--- config.mk ---
export PLATFORM = sky130hd
export DESIGN_NAME = rgb_to_hsl_convert_top_flat
export DESIGN_NICKNAME = d
export VERILOG_FILES = /design/src/hdl/rthc_pkg.sv /design/src/hdl/rthc_pix_if.sv /design/src/hdl/rthc_hsl_if.sv /design/src/hdl/rthc_div.sv /design/src/hdl/rgb_to_hsl_convert_top.sv /design/src/flat_wrapper.sv
export SDC_FILE = /design/constraint.sdc
export NUM_CORES = 1
export LEC_CHECK = 0
export ABC_AREA = 1
export BUFFER_PORTS_ARGS = -buffer_cell sky130_fd_sc_hd__buf_2
export CAP_MARGIN = 20
export CORE_MARGIN = 4
export CORE_UTILIZATION = 40
export DETAILED_ROUTE_END_ITERATION = 7
export PLACE_DENSITY_LB_ADDON = 0.2
export SYNTH_ARGS = -nofsm -noshare
export SYNTH_HDL_FRONTEND = slang
export SYNTH_HIERARCHICAL = 1
export SYNTH_SLANG_ARGS = --single-unit
--- constraint.sdc ---
create_clock -name clk -period 32 [get_ports clk]
set_clock_uncertainty 0.2 [all_clocks]
set_input_delay 1.6 -clock clk [delete_from_list [all_inputs] [get_ports clk]]
set_output_delay 1.6 -clock clk [all_outputs]
set_load 0.1 [all_outputs]
--- src/hdl/rthc_pkg.sv ---
package rthc_pkg;

    localparam int CH_W       = 8;
    localparam int HUE_W      = 15;
    localparam int SAT_W      = 17;
    localparam int LIGHT_W    = 9;

    // hue in 1/64 degree
    localparam int HUE_SIXTH      = 3840;
    localparam int HUE_FULL       = 23040;
    localparam int HUE_BASE_GREEN = 7680;
    localparam int HUE_BASE_BLUE  = 15360;
    localparam int SAT_ONE        = 65536;
    localparam int SAT_FRAC       = 16;

    // hue numerator 3840 * |diff| + d - 1 fits 20 bits; saturation numerator d << 16
    localparam int HUE_NUM_W  = 20;
    localparam int SAT_NUM_W  = CH_W + SAT_FRAC;
    localparam int HUE_Q_W    = 13;

    // divider: two quotient bits per stage
    localparam int DIV_STAGES = 9;
    localparam int QUO_W      = 2 * DIV_STAGES;

    typedef enum logic [1:0] {
        SEC_RED,
        SEC_GREEN,
        SEC_BLUE
    } sector_t;

endpackage

--- src/hdl/rthc_pix_if.sv ---
interface rthc_pix_if;
    logic                      valid;
    logic                      ready;
    logic [rthc_pkg::CH_W-1:0] red;
    logic [rthc_pkg::CH_W-1:0] green;
    logic [rthc_pkg::CH_W-1:0] blue;

    modport source (output valid, output red, output green, output blue, input ready);
    modport sink   (input valid, input red, input green, input blue, output ready);
endinterface

--- src/hdl/rthc_hsl_if.sv ---
interface rthc_hsl_if;
    logic                         valid;
    logic                         ready;
    logic [rthc_pkg::HUE_W-1:0]   hue;
    logic [rthc_pkg::SAT_W-1:0]   saturation;
    logic [rthc_pkg::LIGHT_W-1:0] lightness;

    modport source (output valid, output hue, output saturation, output lightness,
                    input ready);
    modport sink   (input valid, input hue, input saturation, input lightness,
                    output ready);
endinterface

--- src/hdl/rthc_div.sv ---
module rthc_div #(
    parameter int NUM_W  = 24,
    parameter int DEN_W  = 8,
    parameter int STAGES = 9
) (
    input  logic                  clk,
    input  logic                  en,
    input  logic [NUM_W-1:0]      num,
    input  logic [DEN_W-1:0]      den,
    output logic [2*STAGES-1:0]   quo
);

    // restoring division, two quotient bits per stage;
    // requires num < den * 2**(2*STAGES)
    localparam int QW    = 2 * STAGES;
    localparam int EXT_W = DEN_W + QW;

    logic [DEN_W-1:0] rem_reg [STAGES];
    logic [QW-1:0]    w_reg   [STAGES];
    logic [DEN_W-1:0] den_reg [STAGES];

    logic [EXT_W-1:0] num_ext;

    assign num_ext = EXT_W'(num);

    function automatic logic [EXT_W-1:0] div_step(
        input logic [DEN_W-1:0] rem,
        input logic [QW-1:0]    w,
        input logic [DEN_W-1:0] dv
    );
        logic [DEN_W:0] t;
        logic [DEN_W:0] t_sub;
        t     = {rem, w[QW-1]};
        t_sub = t - {1'b0, dv};
        if (t >= {1'b0, dv})
        begin
            return {t_sub[DEN_W-1:0], w[QW-2:0], 1'b1};
        end
        return {t[DEN_W-1:0], w[QW-2:0], 1'b0};
    endfunction

    for (genvar s = 0; s < STAGES; s++)
    begin : g_stage
        logic [DEN_W-1:0] rem_in;
        logic [QW-1:0]    w_in;
        logic [DEN_W-1:0] den_in;
        logic [EXT_W-1:0] step_a;
        logic [EXT_W-1:0] step_b;

        if (s == 0)
        begin : g_first
            assign rem_in = num_ext[EXT_W-1:QW];
            assign w_in   = num_ext[QW-1:0];
            assign den_in = den;
        end
        else
        begin : g_next
            assign rem_in = rem_reg[s-1];
            assign w_in   = w_reg[s-1];
            assign den_in = den_reg[s-1];
        end

        always_comb
        begin
            step_a = div_step(rem_in, w_in, den_in);
            step_b = div_step(step_a[EXT_W-1:QW], step_a[QW-1:0], den_in);
        end

        always_ff @(posedge clk)
        begin
            if (en)
            begin
                rem_reg[s] <= step_b[EXT_W-1:QW];
                w_reg[s]   <= step_b[QW-1:0];
                den_reg[s] <= den_in;
            end
        end
    end

    assign quo = w_reg[STAGES-1];

endmodule

--- src/hdl/rgb_to_hsl_convert_top.sv ---
// Each pixel word passes the stage 1 and stage 2 registers, the nine divider stages and
// the output register before its result word is valid at the output.
// Throughput: one word per cycle when not stalled; the nine-stage dividers take a new
// word every cycle. A stall at the output holds every stage in place.
// Reset clears all valid bits; data registers are not reset.
module rgb_to_hsl_convert_top (
    input  logic       clk,
    input  logic       rst_n,
    rthc_pix_if.sink   pixel,
    rthc_hsl_if.source color
);

    localparam int NS = rthc_pkg::DIV_STAGES;

    logic en;

    // stage 1: max, min, sector, sign and magnitude of the hue difference
    logic [rthc_pkg::CH_W-1:0] mx;
    logic [rthc_pkg::CH_W-1:0] mn;
    rthc_pkg::sector_t         sec;
    logic [rthc_pkg::CH_W:0]   diff;
    logic [rthc_pkg::CH_W:0]   diff_neg;

    logic                      s1_valid_reg;
    logic [rthc_pkg::CH_W-1:0] s1_mx_reg;
    logic [rthc_pkg::CH_W-1:0] s1_mn_reg;
    rthc_pkg::sector_t         s1_sec_reg;
    logic                      s1_neg_reg;
    logic [rthc_pkg::CH_W-1:0] s1_mag_reg;

    // stage 2: numerators, divisors, lightness and grey flag
    logic [rthc_pkg::CH_W-1:0]      d;
    logic [rthc_pkg::LIGHT_W-1:0]   light;
    logic [rthc_pkg::CH_W-1:0]      denom;
    logic [rthc_pkg::HUE_NUM_W-1:0] hue_num;

    logic                           s2_valid_reg;
    logic [rthc_pkg::HUE_NUM_W-1:0] s2_hue_num_reg;
    logic [rthc_pkg::CH_W-1:0]      s2_d_reg;
    logic [rthc_pkg::SAT_NUM_W-1:0] s2_sat_num_reg;
    logic [rthc_pkg::CH_W-1:0]      s2_denom_reg;
    rthc_pkg::sector_t              s2_sec_reg;
    logic                           s2_neg_reg;
    logic                           s2_grey_reg;
    logic [rthc_pkg::LIGHT_W-1:0]   s2_light_reg;

    // divider stages
    logic [NS-1:0]                dv_valid_reg;
    rthc_pkg::sector_t            sb_sec_reg   [NS];
    logic                         sb_neg_reg   [NS];
    logic                         sb_grey_reg  [NS];
    logic [rthc_pkg::LIGHT_W-1:0] sb_light_reg [NS];
    logic [rthc_pkg::QUO_W-1:0]   hue_quo;
    logic [rthc_pkg::QUO_W-1:0]   sat_quo;

    // final
    logic [rthc_pkg::HUE_Q_W-1:0] hq;
    logic [rthc_pkg::HUE_W-1:0]   hue_next;
    logic [rthc_pkg::SAT_W-1:0]   sat_next;

    logic                         out_valid_reg;
    logic [rthc_pkg::HUE_W-1:0]   hue_reg;
    logic [rthc_pkg::SAT_W-1:0]   sat_reg;
    logic [rthc_pkg::LIGHT_W-1:0] light_reg;

    assign en          = !out_valid_reg || color.ready;
    assign pixel.ready = en;

    always_comb
    begin
        mx = pixel.red;
        mn = pixel.red;
        if (pixel.green > mx)
        begin
            mx = pixel.green;
        end
        if (pixel.blue > mx)
        begin
            mx = pixel.blue;
        end
        if (pixel.green < mn)
        begin
            mn = pixel.green;
        end
        if (pixel.blue < mn)
        begin
            mn = pixel.blue;
        end

        if (pixel.blue == mx)
        begin
            sec  = rthc_pkg::SEC_BLUE;
            diff = {1'b0, pixel.red} - {1'b0, pixel.green};
        end
        else if (pixel.green == mx)
        begin
            sec  = rthc_pkg::SEC_GREEN;
            diff = {1'b0, pixel.blue} - {1'b0, pixel.red};
        end
        else
        begin
            sec  = rthc_pkg::SEC_RED;
            diff = {1'b0, pixel.green} - {1'b0, pixel.blue};
        end
        diff_neg = '0 - diff;
    end

    always_ff @(posedge clk or negedge rst_n)
    begin
        if (!rst_n)
        begin
            s1_valid_reg <= 1'b0;
        end
        else if (en)
        begin
            s1_valid_reg <= pixel.valid;
        end
    end

    always_ff @(posedge clk)
    begin
        if (en)
        begin
            s1_mx_reg  <= mx;
            s1_mn_reg  <= mn;
            s1_sec_reg <= sec;
            s1_neg_reg <= diff[rthc_pkg::CH_W];
            s1_mag_reg <= diff[rthc_pkg::CH_W] ? diff_neg[rthc_pkg::CH_W-1:0]
                                               : diff[rthc_pkg::CH_W-1:0];
        end
    end

    // 3840 * mag = mag * 4096 - mag * 256; a negative part rounds up by adding d - 1
    always_comb
    begin
        d       = s1_mx_reg - s1_mn_reg;
        light   = rthc_pkg::LIGHT_W'(s1_mx_reg) + rthc_pkg::LIGHT_W'(s1_mn_reg);
        denom   = (light > rthc_pkg::LIGHT_W'(255))
                ? rthc_pkg::CH_W'(rthc_pkg::LIGHT_W'(510) - light)
                : light[rthc_pkg::CH_W-1:0];
        hue_num = (rthc_pkg::HUE_NUM_W'(s1_mag_reg) << 12)
                - (rthc_pkg::HUE_NUM_W'(s1_mag_reg) << 8);
        if (s1_neg_reg)
        begin
            hue_num = hue_num + rthc_pkg::HUE_NUM_W'(d) - rthc_pkg::HUE_NUM_W'(1);
        end
    end

    always_ff @(posedge clk or negedge rst_n)
    begin
        if (!rst_n)
        begin
            s2_valid_reg <= 1'b0;
        end
        else if (en)
        begin
            s2_valid_reg <= s1_valid_reg;
        end
    end

    always_ff @(posedge clk)
    begin
        if (en)
        begin
            s2_hue_num_reg <= hue_num;
            s2_d_reg       <= d;
            s2_sat_num_reg <= {d, {rthc_pkg::SAT_FRAC{1'b0}}};
            s2_denom_reg   <= denom;
            s2_sec_reg     <= s1_sec_reg;
            s2_neg_reg     <= s1_neg_reg;
            s2_grey_reg    <= (d == '0);
            s2_light_reg   <= light;
        end
    end

    rthc_div #(
        .NUM_W  (rthc_pkg::HUE_NUM_W),
        .DEN_W  (rthc_pkg::CH_W),
        .STAGES (rthc_pkg::DIV_STAGES)
    ) u_hue_div (
        .clk (clk),
        .en  (en),
        .num (s2_hue_num_reg),
        .den (s2_d_reg),
        .quo (hue_quo)
    );

    rthc_div #(
        .NUM_W  (rthc_pkg::SAT_NUM_W),
        .DEN_W  (rthc_pkg::CH_W),
        .STAGES (rthc_pkg::DIV_STAGES)
    ) u_sat_div (
        .clk (clk),
        .en  (en),
        .num (s2_sat_num_reg),
        .den (s2_denom_reg),
        .quo (sat_quo)
    );

    always_ff @(posedge clk or negedge rst_n)
    begin
        if (!rst_n)
        begin
            dv_valid_reg <= '0;
        end
        else if (en)
        begin
            dv_valid_reg <= {dv_valid_reg[NS-2:0], s2_valid_reg};
        end
    end

    always_ff @(posedge clk)
    begin
        if (en)
        begin
            sb_sec_reg[0]   <= s2_sec_reg;
            sb_neg_reg[0]   <= s2_neg_reg;
            sb_grey_reg[0]  <= s2_grey_reg;
            sb_light_reg[0] <= s2_light_reg;
            for (int i = 1; i < NS; i++)
            begin
                sb_sec_reg[i]   <= sb_sec_reg[i-1];
                sb_neg_reg[i]   <= sb_neg_reg[i-1];
                sb_grey_reg[i]  <= sb_grey_reg[i-1];
                sb_light_reg[i] <= sb_light_reg[i-1];
            end
        end
    end

    always_comb
    begin
        hq = hue_quo[rthc_pkg::HUE_Q_W-1:0];
        case (sb_sec_reg[NS-1])
            rthc_pkg::SEC_BLUE:
            begin
                hue_next = sb_neg_reg[NS-1]
                         ? rthc_pkg::HUE_W'(rthc_pkg::HUE_BASE_BLUE) - rthc_pkg::HUE_W'(hq)
                         : rthc_pkg::HUE_W'(rthc_pkg::HUE_BASE_BLUE) + rthc_pkg::HUE_W'(hq);
            end
            rthc_pkg::SEC_GREEN:
            begin
                hue_next = sb_neg_reg[NS-1]
                         ? rthc_pkg::HUE_W'(rthc_pkg::HUE_BASE_GREEN) - rthc_pkg::HUE_W'(hq)
                         : rthc_pkg::HUE_W'(rthc_pkg::HUE_BASE_GREEN) + rthc_pkg::HUE_W'(hq);
            end
            rthc_pkg::SEC_RED:
            begin
                if (sb_neg_reg[NS-1] && (hq != '0))
                begin
                    hue_next = rthc_pkg::HUE_W'(rthc_pkg::HUE_FULL) - rthc_pkg::HUE_W'(hq);
                end
                else
                begin
                    hue_next = rthc_pkg::HUE_W'(hq);
                end
            end
            default:
            begin
                hue_next = '0;
            end
        endcase
        sat_next = sat_quo[rthc_pkg::SAT_W-1:0];
        if (sb_grey_reg[NS-1])
        begin
            hue_next = '0;
            sat_next = '0;
        end
    end

    always_ff @(posedge clk or negedge rst_n)
    begin
        if (!rst_n)
        begin
            out_valid_reg <= 1'b0;
        end
        else if (en)
        begin
            out_valid_reg <= dv_valid_reg[NS-1];
        end
    end

    always_ff @(posedge clk)
    begin
        if (en)
        begin
            hue_reg   <= hue_next;
            sat_reg   <= sat_next;
            light_reg <= sb_light_reg[NS-1];
        end
    end

    assign color.valid      = out_valid_reg;
    assign color.hue        = hue_reg;
    assign color.saturation = sat_reg;
    assign color.lightness  = light_reg;

    // zero saturation only for grey pixels, which carry zero hue
    a_grey_hue: assert property (@(posedge clk) disable iff (!rst_n)
        color.valid && (color.saturation == '0) |-> (color.hue == '0))
        else $error("nonzero hue on grey pixel");

    a_hue_range: assert property (@(posedge clk) disable iff (!rst_n)
        color.valid |-> (color.hue < rthc_pkg::HUE_W'(rthc_pkg::HUE_FULL)))
        else $error("hue out of range");

    a_sat_range: assert property (@(posedge clk) disable iff (!rst_n)
        color.valid |-> (color.saturation <= rthc_pkg::SAT_W'(rthc_pkg::SAT_ONE)))
        else $error("saturation above one");

    a_stall_hold: assert property (@(posedge clk) disable iff (!rst_n)
        !en |=> $stable({s1_valid_reg, s2_valid_reg, dv_valid_reg}))
        else $error("pipeline moved during stall");

endmodule

--- src/flat_wrapper.sv ---
// flat-port wrapper written by rule: the top's interface ports become plain ports
module rgb_to_hsl_convert_top_flat 
  (clk, rst_n, pixel_valid, pixel_red, pixel_green, pixel_blue, pixel_ready, color_valid, color_hue, color_saturation, color_lightness, color_ready);
  rthc_pix_if pixel_i ();
  rthc_hsl_if color_i ();
  input  logic clk;
  input  logic rst_n;
  input wire logic [$bits(pixel_i.valid)-1:0] pixel_valid;
  input wire logic [$bits(pixel_i.red)-1:0] pixel_red;
  input wire logic [$bits(pixel_i.green)-1:0] pixel_green;
  input wire logic [$bits(pixel_i.blue)-1:0] pixel_blue;
  output wire logic [$bits(pixel_i.ready)-1:0] pixel_ready;
  output wire logic [$bits(color_i.valid)-1:0] color_valid;
  output wire logic [$bits(color_i.hue)-1:0] color_hue;
  output wire logic [$bits(color_i.saturation)-1:0] color_saturation;
  output wire logic [$bits(color_i.lightness)-1:0] color_lightness;
  input wire logic [$bits(color_i.ready)-1:0] color_ready;
  assign pixel_i.valid = pixel_valid;
  assign pixel_i.red = pixel_red;
  assign pixel_i.green = pixel_green;
  assign pixel_i.blue = pixel_blue;
  assign pixel_ready = pixel_i.ready;
  assign color_valid = color_i.valid;
  assign color_hue = color_i.hue;
  assign color_saturation = color_i.saturation;
  assign color_lightness = color_i.lightness;
  assign color_i.ready = color_ready;
  rgb_to_hsl_convert_top u_core (.clk(clk), .rst_n(rst_n), .pixel(pixel_i), .color(color_i));
endmodule
==> metrics.cfg <==
[timing]
hold_viol=0
setup_violations=0
rsz0062_at_grt=no
setup_tns_ns=0
slew_headroom=0.208
timing.final.max_slew_violations=0
worst_slew_pin_slew_ns=1.19
period_minus_slack_ns=7.32
whs_ns=0.210
timing.fmax_mhz=137
finalWorstSetupSlack_ns=24.68
min_period_over_period=0.229

[cells_and_area]
syn2layout_area_growth_pct=11.4
drive_above_1_share=0.0804
antenna_cells=0
fillCellCount=10600
nets=5205
largest_register_ff_count=153

[synthesis]
syn_area_per_cell_sq_um=9.74
synth.cell_area_sq_um=45000
ys_warn_count=6
syn_inst=4624

[die]
dieArea_sq_um=118000
die_y_um=344
num_rows=122
start_util=0.405
die_w_um=344
core-area_sq_um=111000
ios=71

[worst_setup_path]
crit_end=u_core/s1_mag_reg[5]
worstReg2RegStart=u_core/u_hue_div/den_reg[0][44]
critical_path_class=input pin to flip-flop
path_depth=30
cp_num_buf_inv=4
reg2reg_slack_ns=27.82
path_common_cell=nand2_1
cp-end-kind=flip-flop
startpoint=pixel_green[6]
start_kind=input pin
crit_slowest_cell=a21boi_1
cp.required_ns=32.24
critPathMaxFanout=11
r2r_cells=19
cpPeakStageDelay_ns=0.89
cp.arrival_ns=7.56
crit_family=simple AND/OR/NAND/NOR gates
rr_endpoint=u_core/u_hue_div/rem_reg[0][50]

[clocking]
cts_buffers=88
cts-root-buf=clkbuf_16
cts_tree=done
cts_buffer_depth=3
cts_setup_buffers=0
path_clk_slew_ns=0.06
ctsHoldBuffers=0
post_cts_resized=0
htree_levels=3
numClockSinks=774
clk_latency_ns=0.68

[detailed_routing]
first_pass_iters=6
wl_per_cell_um=14.5
drt-initial-drc-count=1603
ant_nets=0
dr.max_layer_used=met4
dr_wl_met3_um=3520
routed_via_density=4.86
wl_met2_um=42200
wirelength_um=91700
drc=0
vias=30800
wl_met1_um=43600

[job]
cap_violations=0

[place]
preCtsSetupSlack_ns=24.10
hpwl_um=68700
portBuffers=70
gp_congestion=0.877

[min_path]
holdCritPathClass=flip-flop to flip-flop

[grt]
grt_pass1_wl_um=151000
antenna_found_initial=0
grt_max_degree=174
gr-total-overflow=0
grt_pass1_vias=29800
grt.total_usage=0.156

[status]
outcome=finished, final reports clean

-- routing by layer --
| layer | track usage | vias up |
|---|---|---|
| met2 | 0.257 | 461 |
| li1 | - | 16000 |
| met4 | 0.0455 | 0 |
| met3 | 0.0252 | 142 |
| met1 | 0.214 | 14200 |
| met5 | 0 | - |
-- how the worst min path moves through the flow --
| stage | from | endpoint | slack (ns) | cells past startpoint |
|---|---|---|---|---|
| 2_1_floorplan | u_core/sb_light_reg[8][0] | u_core/color.lightness[0] | 0.20 | 0 |
| 6_report | u_core/sb_neg_reg[0][7] | u_core/sb_neg_reg[0][8] | 0.21 | 0 |
| 5_1_grt | u_core/u_hue_div/w_reg[0][51] | u_core/u_hue_div/w_reg[0][71] | 0.21 | 0 |
| 4_1_cts | u_core/u_hue_div/w_reg[0][122] | u_core/u_hue_div/w_reg[0][142] | 0.21 | 0 |
| 3_3_place_gp | u_core/u_sat_div/w_reg[0][14] | u_core/u_sat_div/w_reg[0][34] | 0.20 | 0 |
| 3_5_place_dp | u_core/sb_light_reg[0][2] | u_core/sb_light_reg[1][2] | 0.20 | 0 |
-- worst reg2reg max path: stages, from the launching register on --
cell and delay, ns:
edfxtp_1 0.42, inv_1 0.09, ha_1 0.35, nand2_1 0.08
inv_1 0.07, nand4_1 0.07, nand2_1 0.13, nand2_1 0.09
nand2_2 0.14, inv_1 0.19, o21ai_0 0.46, ha_1 0.35
nand3_1 0.10, nand2_1 0.11, nand2_1 0.09, o211ai_1 0.11
nand2_1 0.33, nand4_2 0.34, nand2_1 0.14, nand2_1 0.07
-- cells in the final DEF, fill, tap and decap left out, types with 6 or more instances in the layout --
cell / count
a21o_1: 14
a21oi_1: 217
a21oi_2: 8
a31oi_1: 21
buf_2: 70
buf_4: 10
bufinv_16: 11
clkbuf_1: 13
clkbuf_16: 88
clkinv_1: 20
clkinv_2: 11
clkinvlp_4: 9
conb_1: 16
dfrtp_1: 12
edfxtp_1: 762
fa_1: 39
ha_1: 357
inv_1: 640
inv_2: 18
nand2_1: 1223
nand2_2: 35
nand2_4: 18
nand3_1: 353
nand3_2: 23
nand3_4: 9
nand3b_1: 19
nand4_1: 112
nand4_2: 13
nor2_1: 233
nor2_2: 11
nor2_4: 11
nor3_1: 37
o211ai_1: 22
o21a_1: 6
o21ai_0: 66
o21ai_1: 24
o21bai_1: 12
or2_2: 20
xnor2_1: 66
xor2_1: 143
-- final cells by class --
cell class              count  area [sq um]  area share
clock buffers             101          2250      0.0449
multi-input cells        3173         19200       0.383
clock inverters            61           702      0.0140
well taps                1488          1860      0.0371
flip-flops and latches    774         23200       0.462
inverters                 662          2490      0.0496
repair buffers             82           453     0.00903
-- per-stage QoR --
stage	cells	cell area, sq um	util
6_report	6341	50200	0.451
5_1_grt	6341	50200	0.451
4_1_cts	6339	50100	0.451
3_5_place_dp	6177	47200	0.424
3_3_place_gp	6177	47200	0.424
2_1_floorplan	4639	45100	-
Power is left out: the tool's default activity adds up to more than one toggle a clock period on the data nets, which glitch-free logic cannot reach.
